File: src/sv/assert_macros.svh
// Assertion macros used by the timer queue datapath.
`ifndef ASSERT_MACROS_SVH
`define ASSERT_MACROS_SVH
`ifndef ASSERT_OFF
`define DJTQ_ASSERT(lbl, clk, rst_n, prop, msg) \
  lbl: assert property (@(posedge clk) disable iff (!rst_n) prop) else $error(msg);
`define DJTQ_ASSERT_NEVER(lbl, clk, rst_n, cond, msg) \
  lbl: assert property (@(posedge clk) disable iff (!rst_n) !(cond)) else $error(msg);
`else
`define DJTQ_ASSERT(lbl, clk, rst_n, prop, msg)
`define DJTQ_ASSERT_NEVER(lbl, clk, rst_n, cond, msg)
`endif
`endif

File: src/sv/djtq_pkg.sv
// Types and constants of the deadline job timer queue.
`timescale 1ns / 1ps
package djtq_pkg;
  localparam int DEFAULT_QUEUE_DEPTH = 16;
  localparam int MAX_FIRES = 16;
  localparam int CNT_W = 4;
  localparam int TIME_W = 32;
  localparam int ID_W = 16;

  localparam logic OP_SCHED = 1'b0;
  localparam logic OP_TICK  = 1'b1;

  localparam logic [1:0] KIND_ACCEPT = 2'd0;
  localparam logic [1:0] KIND_FIRED  = 2'd1;
  localparam logic [1:0] KIND_FULL   = 2'd2;

  typedef struct packed {
    logic [TIME_W-1:0] due;
    logic [TIME_W-1:0] period;
    logic [ID_W-1:0]   ident;
  } entry_t;

  typedef enum logic [3:0] {
    ST_IDLE, ST_FSCAN, ST_SACC, ST_SFULL, ST_TSCAN,
    ST_TWAIT, ST_TDEC, ST_TMID, ST_TUPD, ST_TLAST
  } state_t;

  typedef struct packed {
    logic cap_tick;
    logic cap_sched;
    logic scan_init;
    logic scan_en;
    logic upd;
    logic emit_mid;
    logic emit_last;
    logic sched_write;
    logic sched_full;
  } cmd_t;

  typedef struct packed {
    logic free_at_idx;
    logic found;
    logic have_pend;
    logic cnt_last;
    logic out_free;
  } sts_t;
endpackage

File: src/sv/djtq_if.sv
// Channel interfaces of the timer queue: job input and result output.
`timescale 1ns / 1ps
interface job_in_if;
  logic        valid;
  logic        ready;
  logic        operation;
  logic [31:0] start_time;
  logic [31:0] period;
  modport source(output valid, operation, start_time, period, input ready);
  modport sink(input valid, operation, start_time, period, output ready);
endinterface

interface job_out_if;
  logic        valid;
  logic        ready;
  logic [1:0]  kind;
  logic [15:0] job_id;
  logic [31:0] fire_time;
  logic        last;
  modport source(output valid, kind, job_id, fire_time, last, input ready);
  modport sink(input valid, kind, job_id, fire_time, last, output ready);
endinterface

File: src/sv/djtq_ctrl.sv
// Controller state machine of the timer queue.
`timescale 1ns / 1ps
module djtq_ctrl import djtq_pkg::*; #(
  parameter int QUEUE_DEPTH = DEFAULT_QUEUE_DEPTH,
  localparam int IW = $clog2(QUEUE_DEPTH)
) (
  input  logic          clk,
  input  logic          rst_n,
  input  logic          in_valid,
  input  logic          in_op,
  output logic          in_ready,
  input  sts_t          sts,
  output cmd_t          cmd,
  output logic [IW-1:0] idx
);
  localparam logic [IW-1:0] LAST_IDX = IW'(QUEUE_DEPTH - 1);

  state_t        st_r, st_nxt;
  logic [IW-1:0] idx_r, idx_nxt;

  always_ff @(posedge clk) begin
    if (!rst_n) begin
      st_r  <= ST_IDLE;
      idx_r <= '0;
    end else begin
      st_r  <= st_nxt;
      idx_r <= idx_nxt;
    end
  end

  assign idx = idx_r;

  always_comb begin
    st_nxt   = st_r;
    idx_nxt  = idx_r;
    cmd      = '0;
    in_ready = (st_r == ST_IDLE);
    case (st_r)
      ST_IDLE: begin
        if (in_valid) begin
          idx_nxt = '0;
          if (in_op == OP_TICK) begin
            cmd.cap_tick  = 1'b1;
            cmd.scan_init = 1'b1;
            st_nxt        = ST_TSCAN;
          end else begin
            cmd.cap_sched = 1'b1;
            st_nxt        = ST_FSCAN;
          end
        end
      end
      ST_FSCAN: begin
        if (sts.free_at_idx) st_nxt = ST_SACC;
        else if (idx_r == LAST_IDX) st_nxt = ST_SFULL;
        else idx_nxt = idx_r + 1'b1;
      end
      ST_SACC: begin
        if (sts.out_free) begin
          cmd.sched_write = 1'b1;
          st_nxt          = ST_IDLE;
        end
      end
      ST_SFULL: begin
        if (sts.out_free) begin
          cmd.sched_full = 1'b1;
          st_nxt         = ST_IDLE;
        end
      end
      ST_TSCAN: begin
        cmd.scan_en = 1'b1;
        if (idx_r == LAST_IDX) st_nxt = ST_TWAIT;
        else idx_nxt = idx_r + 1'b1;
      end
      ST_TWAIT: st_nxt = ST_TDEC;
      ST_TDEC: begin
        if (sts.found) st_nxt = sts.have_pend ? ST_TMID : ST_TUPD;
        else st_nxt = sts.have_pend ? ST_TLAST : ST_IDLE;
      end
      ST_TMID: begin
        // release the previous fire, it is known not to be the final one
        if (sts.out_free) begin
          cmd.emit_mid = 1'b1;
          st_nxt       = ST_TUPD;
        end
      end
      ST_TUPD: begin
        cmd.upd = 1'b1;
        if (sts.cnt_last) begin
          st_nxt = ST_TLAST;
        end else begin
          cmd.scan_init = 1'b1;
          idx_nxt       = '0;
          st_nxt        = ST_TSCAN;
        end
      end
      ST_TLAST: begin
        if (sts.out_free) begin
          cmd.emit_last = 1'b1;
          st_nxt        = ST_IDLE;
        end
      end
      default: st_nxt = ST_IDLE;
    endcase
  end
endmodule

File: src/sv/djtq_dp.sv
// Datapath of the timer queue: job memory, best-job search and result register.
`timescale 1ns / 1ps
`include "assert_macros.svh"
module djtq_dp import djtq_pkg::*; #(
  parameter int QUEUE_DEPTH = DEFAULT_QUEUE_DEPTH,
  localparam int IW = $clog2(QUEUE_DEPTH)
) (
  input  logic              clk,
  input  logic              rst_n,
  input  cmd_t              cmd,
  input  logic [IW-1:0]     idx,
  output sts_t              sts,
  input  logic [TIME_W-1:0] in_start,
  input  logic [TIME_W-1:0] in_period,
  input  logic              out_ready,
  output logic              out_valid,
  output logic [1:0]        out_kind,
  output logic [ID_W-1:0]   out_job_id,
  output logic [TIME_W-1:0] out_fire_time,
  output logic              out_last
);
  entry_t mem_r [QUEUE_DEPTH];
  entry_t rdata_r;

  logic [QUEUE_DEPTH-1:0] valid_r, fired_r;
  logic [TIME_W-1:0]      cur_time_r, start_r, period_r;
  logic [ID_W-1:0]        next_id_r;
  logic                   cmp_v_r;
  logic [IW-1:0]          cmp_idx_r;
  logic                   best_found_r;
  entry_t                 best_r;
  logic [IW-1:0]          best_idx_r;
  logic                   pend_r;
  logic [ID_W-1:0]        pend_id_r;
  logic [TIME_W-1:0]      pend_due_r;
  logic [CNT_W-1:0]       cnt_r;
  logic                   out_valid_r, out_last_r;
  logic [1:0]             out_kind_r;
  logic [ID_W-1:0]        out_id_r;
  logic [TIME_W-1:0]      out_time_r;

  logic   out_free, cand, better, wr_en, load;
  logic [IW-1:0] wr_addr;
  entry_t wr_data;

  assign out_free = !out_valid_r || out_ready;
  assign load = cmd.emit_mid || cmd.emit_last || cmd.sched_write || cmd.sched_full;

  assign cand = cmp_v_r && valid_r[cmp_idx_r] && !fired_r[cmp_idx_r]
                && (rdata_r.due <= cur_time_r);
  assign better = !best_found_r || (rdata_r.due < best_r.due)
                  || ((rdata_r.due == best_r.due) && (rdata_r.ident < best_r.ident));

  always_comb begin
    wr_en   = 1'b0;
    wr_addr = idx;
    wr_data = '{due: start_r, period: period_r, ident: next_id_r};
    if (cmd.sched_write) begin
      wr_en = 1'b1;
    end else if (cmd.upd && (best_r.period != '0)) begin
      wr_en   = 1'b1;
      wr_addr = best_idx_r;
      wr_data = '{due: best_r.due + best_r.period, period: best_r.period,
                  ident: best_r.ident};
    end
  end

  always_ff @(posedge clk) begin
    if (wr_en) mem_r[wr_addr] <= wr_data;
    if (cmd.scan_en) rdata_r <= mem_r[idx];
  end

  always_ff @(posedge clk) begin
    if (!rst_n) begin
      valid_r      <= '0;
      fired_r      <= '0;
      cur_time_r   <= '0;
      next_id_r    <= '0;
      cmp_v_r      <= 1'b0;
      best_found_r <= 1'b0;
      pend_r       <= 1'b0;
      cnt_r        <= '0;
      out_valid_r  <= 1'b0;
    end else begin
      cmp_v_r <= cmd.scan_en;
      if (cmd.cap_tick) begin
        cur_time_r <= cur_time_r + 1'b1;
        fired_r    <= '0;
        pend_r     <= 1'b0;
        cnt_r      <= '0;
      end
      if (cmd.scan_init) best_found_r <= 1'b0;
      else if (cand && better) best_found_r <= 1'b1;
      if (cmd.upd) begin
        fired_r[best_idx_r] <= 1'b1;
        if (best_r.period == '0) valid_r[best_idx_r] <= 1'b0;
        pend_r <= 1'b1;
        cnt_r  <= cnt_r + 1'b1;
      end
      if (cmd.emit_last) pend_r <= 1'b0;
      if (cmd.sched_write) begin
        valid_r[idx] <= 1'b1;
        next_id_r    <= next_id_r + 1'b1;
      end
      if (load) out_valid_r <= 1'b1;
      else if (out_ready) out_valid_r <= 1'b0;
    end
  end

  always_ff @(posedge clk) begin
    cmp_idx_r <= idx;
    if (cmd.cap_sched) begin
      start_r  <= in_start;
      period_r <= in_period;
    end
    if (cand && better && !cmd.scan_init) begin
      best_r     <= rdata_r;
      best_idx_r <= cmp_idx_r;
    end
    if (cmd.upd) begin
      pend_id_r  <= best_r.ident;
      pend_due_r <= best_r.due;
    end
    if (cmd.emit_mid || cmd.emit_last) begin
      out_kind_r <= KIND_FIRED;
      out_id_r   <= pend_id_r;
      out_time_r <= pend_due_r;
      out_last_r <= cmd.emit_last;
    end else if (cmd.sched_write) begin
      out_kind_r <= KIND_ACCEPT;
      out_id_r   <= next_id_r;
      out_time_r <= '0;
      out_last_r <= 1'b1;
    end else if (cmd.sched_full) begin
      out_kind_r <= KIND_FULL;
      out_id_r   <= '0;
      out_time_r <= '0;
      out_last_r <= 1'b1;
    end
  end

  assign sts.free_at_idx = !valid_r[idx];
  assign sts.found       = best_found_r;
  assign sts.have_pend   = pend_r;
  assign sts.cnt_last    = (cnt_r == CNT_W'(MAX_FIRES - 1));
  assign sts.out_free    = out_free;

  assign out_valid     = out_valid_r;
  assign out_kind      = out_kind_r;
  assign out_job_id    = out_id_r;
  assign out_fire_time = out_time_r;
  assign out_last      = out_last_r;

  `DJTQ_ASSERT(a_cmd_excl, clk, rst_n,
    $onehot0({cmd.upd, cmd.emit_mid, cmd.emit_last, cmd.sched_write, cmd.sched_full}),
    "conflicting datapath commands")
  `DJTQ_ASSERT(a_mid_pend, clk, rst_n, (cmd.emit_mid || cmd.emit_last) |-> pend_r,
    "fire emitted with no pending job")
  `DJTQ_ASSERT(a_upd_found, clk, rst_n, cmd.upd |-> best_found_r,
    "update with no selected job")
  `DJTQ_ASSERT_NEVER(a_load_room, clk, rst_n, load && !out_free,
    "result register overwritten")
endmodule

File: src/sv/deadline_job_timer_queue.sv
// Top level of the deadline job timer queue.
// Usage:
//   in_ch carries one item per valid/ready handshake: operation 0 schedules a
//   job (start_time, period; period 0 = one-shot), operation 1 is one tick.
//   out_ch returns results: kind accept/fired/full, job_id, fire_time, last.
//   A schedule item gives exactly one result; a tick gives zero to sixteen
//   fired results in due-time order, the final one flagged by last.
// Sequencing:
//   schedule: a walk over the slot valid bits, ending at a free slot or the last slot.
//   tick: one scan of the job memory through its single read port per
//   fired job, plus one final scan unless the fire limit is reached;
//   a stalled receiver can hold back each result.
//   A new item is taken once the previous one is done, even while its last
//   result still waits in the output register.
// Reset clears the table, the time and the id counter; there is no
// clearing pass. A stalled receiver holds the result register and the
// controller waits before loading the next result.
`timescale 1ns / 1ps
module deadline_job_timer_queue import djtq_pkg::*; #(
  parameter int QUEUE_DEPTH = DEFAULT_QUEUE_DEPTH
) (
  input  logic       clk,
  input  logic       rst_n,
  job_in_if.sink     in_ch,
  job_out_if.source  out_ch
);
  localparam int IW = $clog2(QUEUE_DEPTH);

  cmd_t          cmd;
  sts_t          sts;
  logic [IW-1:0] idx;

  djtq_ctrl #(.QUEUE_DEPTH(QUEUE_DEPTH)) u_ctrl (
    .clk      (clk),
    .rst_n    (rst_n),
    .in_valid (in_ch.valid),
    .in_op    (in_ch.operation),
    .in_ready (in_ch.ready),
    .sts      (sts),
    .cmd      (cmd),
    .idx      (idx)
  );

  djtq_dp #(.QUEUE_DEPTH(QUEUE_DEPTH)) u_dp (
    .clk           (clk),
    .rst_n         (rst_n),
    .cmd           (cmd),
    .idx           (idx),
    .sts           (sts),
    .in_start      (in_ch.start_time),
    .in_period     (in_ch.period),
    .out_ready     (out_ch.ready),
    .out_valid     (out_ch.valid),
    .out_kind      (out_ch.kind),
    .out_job_id    (out_ch.job_id),
    .out_fire_time (out_ch.fire_time),
    .out_last      (out_ch.last)
  );
endmodule

File: src/flat_wrapper.sv
// flat-port wrapper written by rule: the top's interface ports become plain ports
module deadline_job_timer_queue_flat import djtq_pkg::*;
#(
  parameter int QUEUE_DEPTH = DEFAULT_QUEUE_DEPTH
)
  (clk, rst_n, in_ch_valid, in_ch_operation, in_ch_start_time, in_ch_period, in_ch_ready, out_ch_valid, out_ch_kind, out_ch_job_id, out_ch_fire_time, out_ch_last, out_ch_ready);
  job_in_if in_ch_i ();
  job_out_if out_ch_i ();
  input  logic clk;
  input  logic rst_n;
  input wire logic [$bits(in_ch_i.valid)-1:0] in_ch_valid;
  input wire logic [$bits(in_ch_i.operation)-1:0] in_ch_operation;
  input wire logic [$bits(in_ch_i.start_time)-1:0] in_ch_start_time;
  input wire logic [$bits(in_ch_i.period)-1:0] in_ch_period;
  output wire logic [$bits(in_ch_i.ready)-1:0] in_ch_ready;
  output wire logic [$bits(out_ch_i.valid)-1:0] out_ch_valid;
  output wire logic [$bits(out_ch_i.kind)-1:0] out_ch_kind;
  output wire logic [$bits(out_ch_i.job_id)-1:0] out_ch_job_id;
  output wire logic [$bits(out_ch_i.fire_time)-1:0] out_ch_fire_time;
  output wire logic [$bits(out_ch_i.last)-1:0] out_ch_last;
  input wire logic [$bits(out_ch_i.ready)-1:0] out_ch_ready;
  assign in_ch_i.valid = in_ch_valid;
  assign in_ch_i.operation = in_ch_operation;
  assign in_ch_i.start_time = in_ch_start_time;
  assign in_ch_i.period = in_ch_period;
  assign in_ch_ready = in_ch_i.ready;
  assign out_ch_valid = out_ch_i.valid;
  assign out_ch_kind = out_ch_i.kind;
  assign out_ch_job_id = out_ch_i.job_id;
  assign out_ch_fire_time = out_ch_i.fire_time;
  assign out_ch_last = out_ch_i.last;
  assign out_ch_i.ready = out_ch_ready;
  deadline_job_timer_queue #(.QUEUE_DEPTH(QUEUE_DEPTH)) u_core (.clk(clk), .rst_n(rst_n), .in_ch(in_ch_i), .out_ch(out_ch_i));
endmodule
File: config.mk
export PLATFORM = sky130hd
export DESIGN_NAME = deadline_job_timer_queue_flat
export DESIGN_NICKNAME = d
export VERILOG_FILES = /design/src/sv/djtq_pkg.sv /design/src/sv/djtq_if.sv /design/src/sv/djtq_ctrl.sv /design/src/sv/djtq_dp.sv /design/src/sv/deadline_job_timer_queue.sv /design/src/flat_wrapper.sv
export VERILOG_INCLUDE_DIRS = /design/src /design/src/sv
export SDC_FILE = /design/constraint.sdc
export NUM_CORES = 2
export LEC_CHECK = 0
export ABC_AREA = 1
export BUFFER_PORTS_ARGS = -buffer_cell sky130_fd_sc_hd__buf_2
export CAP_MARGIN = 20
export CORE_UTILIZATION = 45
export DETAILED_ROUTE_END_ITERATION = 8
export REMOVE_ABC_BUFFERS = 1
export SKIP_LAST_GASP = 1
export SLEW_MARGIN = 0
export SYNTH_ARGS = -nofsm -noshare
export SYNTH_HDL_FRONTEND = slang
export SYNTH_SLANG_ARGS = --single-unit
File: constraint.sdc
create_clock -name clk -period 9.4 [get_ports clk]
set_input_delay 2.82 -clock clk [delete_from_list [all_inputs] [get_ports clk]]
set_output_delay 2.82 -clock clk [all_outputs]
set_load 0.05 [all_outputs]
==> impl_metrics.yaml <==
status:
  status: "finished clean"
cts:
  htreeDepth: 4
  cts_buffers: 176
  cts_setup_buffers: 0
  cts_tree: "built"
  insertion_delay_ns: 0.82
  cts_max_path_buffers: 3
  clockRootBuffer: "clkbuf_16"
  ctsResizeCount: 0
  clk_pin_slew_ns: 0.06
  hold_buffers: 0
  clock-sinks: 1707
timing:
  setup_viol: 0
  grt_setup_unrepaired: "no"
  worstMarginPinSlew_ns: 1.16
  finalCritPeriodShare: 0.615
  drv_slew: 0
  max_clock_freq_mhz: 173
  slew_headroom: 0.223
  clock_skew_ns: 0.0578
  min_period_ns: 5.78
  fin_setup_tns_ns: 0
  hold_viol: 0
routing:
  ant_nets: 0
  dr.pass1.iters: 6
  wl_per_cell_um: 25.1
  route.detailed.drc: 0
  vias: 46100
  drtIter0Drc: 6014
  routed_wl_um: 200000
  via_per_inst: 5.77
pwr:
  pwr_density_cell_nw_per_um2: 278
  p_leak_nw: 26.8
  ir_drop_v: 0.000210
die:
  ios: 122
  start_util: 0.455
  core_area_um2: 152000
  dieArea_um2: 156000
  dieHeight_um: 394
  num_rows: 143
  die_w_um: 394
synthesis:
  synth_cell_types: 46
  synth_edf_count: 1605
  yosysWarnings: 0
  synthTopCellsByCount: "edfxtp_1 (1605), nor2_1 (824), o21ai_0 (791)"
  synth_area_leaders: "edfxtp_1 (70%), o21ai_0 (5.7%), nor2_1 (4.5%), nand2_1 (4.3%), o22ai_1 (3.0%)"
  yosysTopAreaCell: "edfxtp_1"
  synthCells: 5684
  ys_seq_elements: 1707
  ys.flop_type: "edfxtp_1"
  avgSynthCellArea_um2: 12.2
  yosysSeqAreaShare: 0.725
  ys_async_sr_fraction: 0
  yosys.cell_count.top_type: "edfxtp_1"
  synth_top_area_share: 0.695
  syn_area_um2: 69300
global_route:
  grt_max_degree: 204
  track_usage: 0.253
  grt_pass1_vias: 42700
  gr-total-overflow: 0
  grt_pass1_wl_um: 291000
  grt_antenna_before_repair: 10
layout:
  nNetsFinal: 6002
  finalInstanceArea_um2: 78100
  final_layout_size_suffix_gt1_frac: 0.0931
  fillers: 13100
  final_util: 0.513
  antennaDiodeCount: 0
  area_growth_pct: 12.8
  instances_no_fill: 7979
worst_setup_path:
  crit_type: "in -> reg"
  cp-end-kind: "register"
  startpoint_type: "input port"
  cp.arrival_ns: 6.20
  crit_fanout: 43
  cp.required_ns: 9.82
place:
  numPortBuffers: 121
  placed_area_um2: 72400
  place_congestion: 0.963
  dp_cells: 7656
  dpl.hpwl_um: 120000
min_path:
  hp-class: "reg -> reg"
job:
  cap_violations: 0
-- path summary, 6_finish.rpt --
check	startpoint	to	slack (ns)	cells past startpoint
min reg2reg	u_core.u_dp.rdata_r[29]	u_core.u_dp.best_r[29]	0.42	0
min	u_core.u_dp.rdata_r[29]	u_core.u_dp.best_r[29]	0.42	0
max	out_ch_ready	u_core.u_dp.mem_r[7][79]	3.62	9
max reg2reg	u_core.u_dp.best_r[47]	u_core.u_dp.mem_r[7][79]	3.92	11
-- stage by stage --
step	hold WS (ns)	worst slack, ns	power, W
5_1_grt	0.436	3.53	0.0226
2_1_floorplan	0.400	-25.79	0.0131
3_3_place_gp	0.408	2.90	0.0148
3_5_place_dp	0.407	2.83	0.0149
4_1_cts	0.423	3.68	0.0218
6_report	0.424	3.62	0.0217
-- flip-flops by register name, indices dropped and copies added (netlist names), 2 cells and up --
name	cells
u_core.u_dp.cnt_r	4
u_core.u_dp.best_r	80
u_core.u_dp.out_job_id	16
u_core.u_dp.pend_id_r	16
u_core.u_dp.out_kind	2
u_core.u_dp.start_r	32
u_core.u_dp.out_fire_time	32
u_core.u_dp.rdata_r	80
u_core.u_ctrl.idx	4
u_core.u_dp.mem_r	1280
u_core.u_dp.period_r	32
u_core.u_dp.fired_r	16
u_core.u_dp.valid_r	16
u_core.u_dp.next_id_r	16
u_core.u_dp.cur_time_r	32
u_core.u_ctrl.st_r	4
u_core.u_dp.best_idx_r	4
u_core.u_dp.cmp_idx_r	4
u_core.u_dp.pend_due_r	32
-- cell type report --
class,count,area (um2),area share
Clock buffer,221,4640,0.0593
Clock inverter,92,1060,0.0136
Inverter,290,1110,0.0142
Multi-Input combinational cell,3398,17000,0.218
Sequential cell,1707,50200,0.643
Tap cell,2030,2540,0.0325
Timing Repair Buffer,241,1540,0.0196
-- cell families (layout without fill, tap and decap cells) --
| kind of cell | count (synthesis) | after routing | synth area share |
|---|---|---|---|
| buffers and inverters | 579 | 844 | 0.0329 |
| adders and majority gates | 119 | 119 | 0.0216 |
| and+or+nand+nor | 1921 | 1921 | 0.114 |
| AOI/OAI and AO/OA | 1334 | 1334 | 0.103 |
| xor gates and xnor gates | 24 | 24 | 0.00303 |
| DFF | 1707 | 1707 | 0.725 |
-- critical path: stages --
cell and delay (ns):
buf_2 0.08, nor2_1 0.14, inv_1 0.24, nand2_4 0.30, nand2_1 0.33, nand3_1 0.35
nor2_4 0.56, buf_4 0.51, buf_4 0.74
-- cells in the final DEF, fill, tap and decap left out, types with 5 or more instances in the layout --
| master | count |
|---|---|
| nor2_1 | 805 |
| ha_1 | 118 |
| clkinvlp_4 | 7 |
| xor2_1 | 16 |
| nand4_1 | 113 |
| o21a_1 | 8 |
| nand3_1 | 96 |
| clkinv_16 | 7 |
| o21ai_2 | 8 |
| xnor2_1 | 8 |
| nor2_2 | 6 |
| clkinv_1 | 38 |
| dfxtp_1 | 100 |
| clkinv_2 | 19 |
| a211oi_1 | 5 |
| clkbuf_16 | 179 |
| nand2_1 | 786 |
| nor2_4 | 24 |
| o21ai_1 | 56 |
| o22ai_1 | 334 |
| nor3_1 | 50 |
| buf_4 | 117 |
| o21ai_0 | 736 |
| a21oi_1 | 168 |
| buf_2 | 121 |
| clkbuf_1 | 42 |
| inv_1 | 280 |
| nand3b_1 | 7 |
| inv_2 | 6 |
| edfxtp_1 | 1605 |
| or2_2 | 8 |
| bufinv_16 | 15 |
| o21bai_1 | 6 |
-- power breakdown --
part | switching, W | internal [W] | total (W)
registers | 0.000367 | 0.00948 | 0.00985
clock network | 0.00298 | 0.00393 | 0.00691
logic | 0.00377 | 0.00121 | 0.00499
-- per-layer routing --
layer  vias up  track usage  wire, um
li1      20800            -         -
met1     22900        0.378     87100
met2      2098        0.384     90100
met3       274       0.0417     18400
met4         0       0.0630      4370
met5         -            0         0
Power figures use the tool's default switching activity.
